**config.mk**
```make
export PLATFORM = sky130hd
export DESIGN_NAME = tpi_queue
export DESIGN_NICKNAME = d
export VERILOG_FILES = /design/src/hdl/tpi_pkg.sv /design/src/hdl/tpi_queue.sv
export SDC_FILE = /design/constraint.sdc
export NUM_CORES = 1
export LEC_CHECK = 0
export BUFFER_PORTS_ARGS = -buffer_cell sky130_fd_sc_hd__buf_2
export CELL_PAD_IN_SITES_DETAIL_PLACEMENT = 0
export CELL_PAD_IN_SITES_GLOBAL_PLACEMENT = 1
export CORE_MARGIN = 2
export CORE_UTILIZATION = 35
export DETAILED_ROUTE_END_ITERATION = 7
export PLACE_DENSITY_LB_ADDON = 0.1
export SYNTH_ARGS = -nofsm -noshare
export SYNTH_HDL_FRONTEND = slang
export SYNTH_SLANG_ARGS = --single-unit
```
**constraint.sdc**
```tcl
create_clock -name clk -period 10.47 [get_ports clk]
set_clock_uncertainty 0.1 [all_clocks]
set_input_delay 1.047 -clock clk [delete_from_list [all_inputs] [get_ports clk]]
set_output_delay 1.047 -clock clk [all_outputs]
set_load 0.02 [all_outputs]
```
**src/hdl/tpi_pkg.sv**
```systemverilog
`timescale 1ns / 1ps
`default_nettype none
package tpi_pkg;

  // Field and intermediate widths
  localparam int NRM_W = 18;   // normal component, Q2.16
  localparam int OFF_W = 32;   // offset and point, Q16.16
  localparam int PRD_W = 36;   // normal times normal
  localparam int CRS_W = 37;   // cross product component
  localparam int DP_W  = 55;   // normal times cross component
  localparam int NP_W  = 69;   // offset times cross component
  localparam int DEN_W = 57;   // triple product
  localparam int NUM_W = 71;   // numerator sum
  localparam int FRAC  = 16;   // extra fraction bits of the quotient
  localparam int QW    = 32;   // quotient bits

  // One classified item from the front to the back
  typedef struct packed {
    logic                        hit;
    logic                        den_neg;
    logic [DEN_W-1:0]            dm;
    logic [2:0]                  nneg;
    logic [2:0][NUM_W-1:0]       mag;
  } tpi_job_t;

  // Next and previous axis index, for cross products
  function automatic int nxt(input int k);
    nxt = (k == 2) ? 0 : k + 1;
  endfunction

  function automatic int prv(input int k);
    prv = (k == 0) ? 2 : k - 1;
  endfunction

endpackage
`default_nettype wire

```
**src/hdl/tpi_queue.sv**
```systemverilog
`timescale 1ns / 1ps
`default_nettype none
module tpi_queue
  import tpi_pkg::*;
#(
  parameter int DEPTH = 4
) (
  input  wire logic     clk,
  input  wire logic     rst,
  input  wire logic     push,
  input  wire tpi_job_t din,
  output logic          full,
  input  wire logic     pop,
  output tpi_job_t      dout,
  output logic          empty
);

  localparam int AW = (DEPTH > 1) ? $clog2(DEPTH) : 1;
  localparam int CW = $clog2(DEPTH + 1);

  tpi_job_t        mem [DEPTH];
  logic [AW-1:0]   wr_ptr;
  logic [AW-1:0]   rd_ptr;
  logic [CW-1:0]   count;

  assign full  = (count == CW'(DEPTH));
  assign empty = (count == '0);
  assign dout  = mem[rd_ptr];

  // Store on push
  always_ff @(posedge clk) begin
    if (push) begin
      mem[wr_ptr] <= din;
    end
  end

  // Move pointers and count
  always_ff @(posedge clk) begin
    if (rst) begin
      wr_ptr <= '0;
      rd_ptr <= '0;
      count  <= '0;
    end else begin
      if (push) begin
        wr_ptr <= (wr_ptr == AW'(DEPTH - 1)) ? '0 : wr_ptr + 1'b1;
      end
      if (pop) begin
        rd_ptr <= (rd_ptr == AW'(DEPTH - 1)) ? '0 : rd_ptr + 1'b1;
      end
      if (push && !pop) begin
        count <= count + 1'b1;
      end else if (pop && !push) begin
        count <= count - 1'b1;
      end
    end
  end

endmodule
`default_nettype wire

```
---- Word-level counts from Yosys, hierarchy flattened ----
Memory sizes are Yosys's and may differ from the RTL's. A register that Yosys moved wholly into a read port is not among the register bits.
Index checks and enable logic that the tools add are counted.
cells by class
  $add $sub $neg .......................... 4
  eq/ne operators ......................... 3
  mux-type cells .......................... 8
  reductions and logical operators ........ 6
operators with widths
  cell                                              number
  two-way mux 2 bit                                 4
  two-way mux 3 bit                                 2
  adder 2 x 1 -> 2 bit, second input constant       2
  == test 2 bit, second input constant              2
  adder 3 x 1 -> 3 bit, second input constant       1
  == test 3 bit, second input constant              1
  zero test 3 bit                                   1
  subtractor 3 x 1 -> 3 bit, second input constant  1
  logical AND 1 bit                                 2
  zero test 1 bit                                   2
  two-way mux 1 bit                                 2
  nonzero test 2 bit                                1
word-level totals
  register bits after elaboration ......... 7
  bits in writable memories ............... 1,100
  input port bits ......................... 279
  output and inout port bits .............. 277
  logic and storage cells ................. 25
  memories kept ........................... 1
memories
  name  depth  width  read ports  clocked after memory_dff  write ports  RTL line         text
  mem   4      275    1           1                         1            tpi_queue.sv:21  tpi_job_t mem [DEPTH];

---- Depth between registers and ports, before layout ----
  depth in word-level cells ............... 4
  gate-level depth with buffers ........... 7
  gate-level depth less buffers ........... 7

---- Least setup slack after synthesis ----
No wires, ideal clock.
  path type ............................... in2reg
  start ................................... input port push
  end ..................................... memory mem[0][0] in the netlist's numbering, enable pin
  library setup time ...................... 0.670 ns
  arrival time ............................ 7.256 ns
  required time ........................... 9.700 ns
  path slack .............................. 2.444 ns
  stages on the path ...................... 1
  path buffers ............................ 0
  cells stage by stage .................... and2_1
on the way
  cells in the longest elaborated chain, start to end .. 2
RTL lines
  what                                     RTL line         text
  from (decl)                              tpi_queue.sv:10  input wire logic push,
  two-way mux 1 bit                        tpi_queue.sv:32  if (push) begin
  two-way mux 1 bit (implied by the code)  tpi_queue.sv:33  mem[wr_ptr] <= din;
  to (decl)                                tpi_queue.sv:21
No other way between the ends.

==> impl_metrics.tcl <==
set metrics [dict create \
    hold_class "reg2reg" \
    syn-num-nets 1767 \
    route.detailed.drc 0 \
    cp.required_ns 9.32 \
    finalWorstSetupSlack_ns 5.30 \
    crit_type "reg2out" \
    grt_antenna_before_repair 50 \
    endpoint_kind "primary output" \
    critPathSlowestCell "dfxtp_4" \
    yosysTopAreaCell "edfxtp_1" \
    numPortBuffers 555 \
    synth_area_mm2 0.0402 \
    seq_area_frac_synth 0.826 \
    cp-start-kind "flip-flop" \
    cts_tree "done" \
    grt_overflow_total 0 \
    postCtsHoldBufs 0 \
    synth_top_area_frac 0.822 \
    clock_latency_ns 0.70 \
    cts_made_buffers 120 \
    ys_types 19 \
    switchingPower_mw 2.31 \
    postSynthCellCount 1481 \
    report.final.hold_viol_count 0 \
    cp_slowest_stage_delay_ns 1.03 \
    final_nets 2400 \
    syn_area_per_cell_um2 27.1 \
    fp.dieW_um 343 \
    fin_util 0.425 \
    clockPowerShare 0.404 \
    clkTransAtPathRegs_ns 0.06 \
    fin_hold_ws_ns 0.415 \
    dp_cells 3504 \
    grt_max_degree 138 \
    htree_levels 3 \
    cts_resized 0 \
    worst_pin_slew_ns 1.19 \
    cap_viol_max_count 0 \
    cts_buffer_depth 3 \
    area_delta_synth_final_pct 20.6 \
    die_area_mm2 0.118 \
    cts_setup_buffers 0 \
    rows 124 \
    finalSetupViolCount 0 \
    intPower_mw 7.89 \
    power_frac_comb 0.092 \
    dp_hpwl_um 53800 \
    ir_worst_vdd_v 0.000133 \
    crit_arrival_ns 4.02 \
    rsz0062_at_grt "no" \
    synth_area_leaders "edfxtp_1, mux4_2, buf_6" \
    routed_wl_um 90400 \
    via_per_inst 4.82 \
    grt_use_total 0.152 \
    die_h_um 343 \
    crit_chain "buf_4 -> buf_12 -> mux4_2 -> buf_2" \
    drive_gt1_frac 0.462 \
    slew_violations 0 \
    drtAntennaViolNets 0 \
    yosysWarnings 0 \
    netSwitchingFraction 0.226 \
    clockRootBuffer "clkbuf_16" \
    stdcell_count 3741 \
    core_mm2 0.114 \
    sequentialPowerShare 0.505 \
    wl_per_cell_um 24.2 \
    grt_pass1_vias 19400 \
    start_util 0.352 \
    max_freq_mhz 193 \
    dp_slack_ns 5.84 \
    p_per_area_mw_per_mm2 210 \
    max_slew_margin 0.208 \
    drt_iter0_markers 1091 \
    num_vias 18100 \
    cp_max_fo 96 \
    status "completed" \
    place.gp.congestion 0.721 \
    fin_setup_tns_ns 0 \
    grt_first_pass_wirelength_um 131000 \
    post-route-period-util 0.494 \
    fin_crit_ns 5.17 \
    first_pass_iters 5 \
    cts.sinks 1109 \
    ios 556 \
    ys_ff_latch 1109 \
    leakagePower_nw 16.0 \
]
## area by class of cell
cell class | instances | area [um2]
multi-input cells | 306 | 6450
flip-flops and latches | 1109 | 33200
clock buffers | 147 | 3150
diodes | 11 | 27.5
well taps | 1512 | 1890
inverters | 4 | 15.0
fillers | 10000 | 65700
clock inverters | 79 | 743
repair buffers | 573 | 3000
## through the flow
stage	power, mW	area [um2]
4_1_cts	10.4	48500
3_5_place_dp	6.21	44600
6_report	10.2	48500
3_3_place_gp	6.19	44600
5_1_grt	10.6	48500
2_1_floorplan	5.85	40200
## sequential cells by signal (all words and copies together), names as in the netlist, named ones only
| register | flops |
|---|---|
| count | 3 |
| mem | 1100 |
| wr_ptr | 2 |
| rd_ptr | 2 |
## cells in the mapped netlist, drive strengths merged
| master | instances |
|---|---|
| and2 | 4 |
| mux2i | 4 |
| mux4 | 275 |
| edfxtp | 1100 |
| nor3 | 1 |
| or3 | 1 |
| nor3b | 2 |
| o21ai | 1 |
| a21oi | 2 |
| fa | 1 |
| xor2 | 2 |
| ha | 6 |
| buf | 58 |
| inv | 4 |
| nor2 | 7 |
| dfxtp | 9 |
| clkbuf | 4 |
## power groups by stage
stage | clock network (mW) | registers [mW] | logic, mW
final | 4.12 | 5.15 | 0.934
after global routing | 4.42 | 5.16 | 1.01
after CTS | 4.26 | 5.15 | 0.965
after detailed placement | 0 | 5.24 | 0.963
after global placement | 0 | 5.24 | 0.955
after floorplan | 0 | 5.27 | 0.586
## layout by cell type, fill, tap and decap left out, types with 7 or more instances in the layout
cell	n
buf_12	7
buf_2	555
buf_4	11
bufinv_16	13
clkbuf_1	25
clkbuf_16	122
clkinv_1	30
clkinv_2	28
dfxtp_1	7
diode_2	11
edfxtp_1	1100
mux4_2	275
nor2_1	7
## layer usage
metal / vias to the layer above / GRT usage / share of wire
li1: 7769 / - / -
met1: 9503 / 0.190 / 0.40
met2: 526 / 0.242 / 0.48
met3: 198 / 0.0687 / 0.097
met4: 54 / 0.0350 / 0.021
met5: - / 0 / 0.0039
## worst max-delay path: cells and delay by family, from the launching register on
kind | cells | cell delay [ns]
buf+inv | 3 | 1.37
flops | 1 | 1.03
mux | 1 | 0.64
## logic make-up (layout without fill, tap and decap cells)
group,count (synthesis),count (layout),share of synthesized area
compound gates,3,3,0.000373
xor+xnor,2,2,0.000436
fa+ha+maj,7,7,0.00237
buf+inv,66,803,0.0136
flops,1109,1109,0.826
mux,279,279,0.155
other cells,0,11,0
simple gates,15,15,0.00193
## path summary, 6_finish.rpt
check,depth (start not counted),startpoint,end,slack [ns]
setup reg to reg,5,wr_ptr[0]$_SDFFE_PP0P_,mem[2][81]$_DFFE_PP_,6.97
hold / removal,2,count[2]$_SDFFE_PP0P_,count[2]$_SDFFE_PP0P_,0.42
hold reg to reg,2,count[2]$_SDFFE_PP0P_,count[2]$_SDFFE_PP0P_,0.42
setup / recovery,4,flip-flop,dout[80],5.30
(Power assumes the default switching activity.)
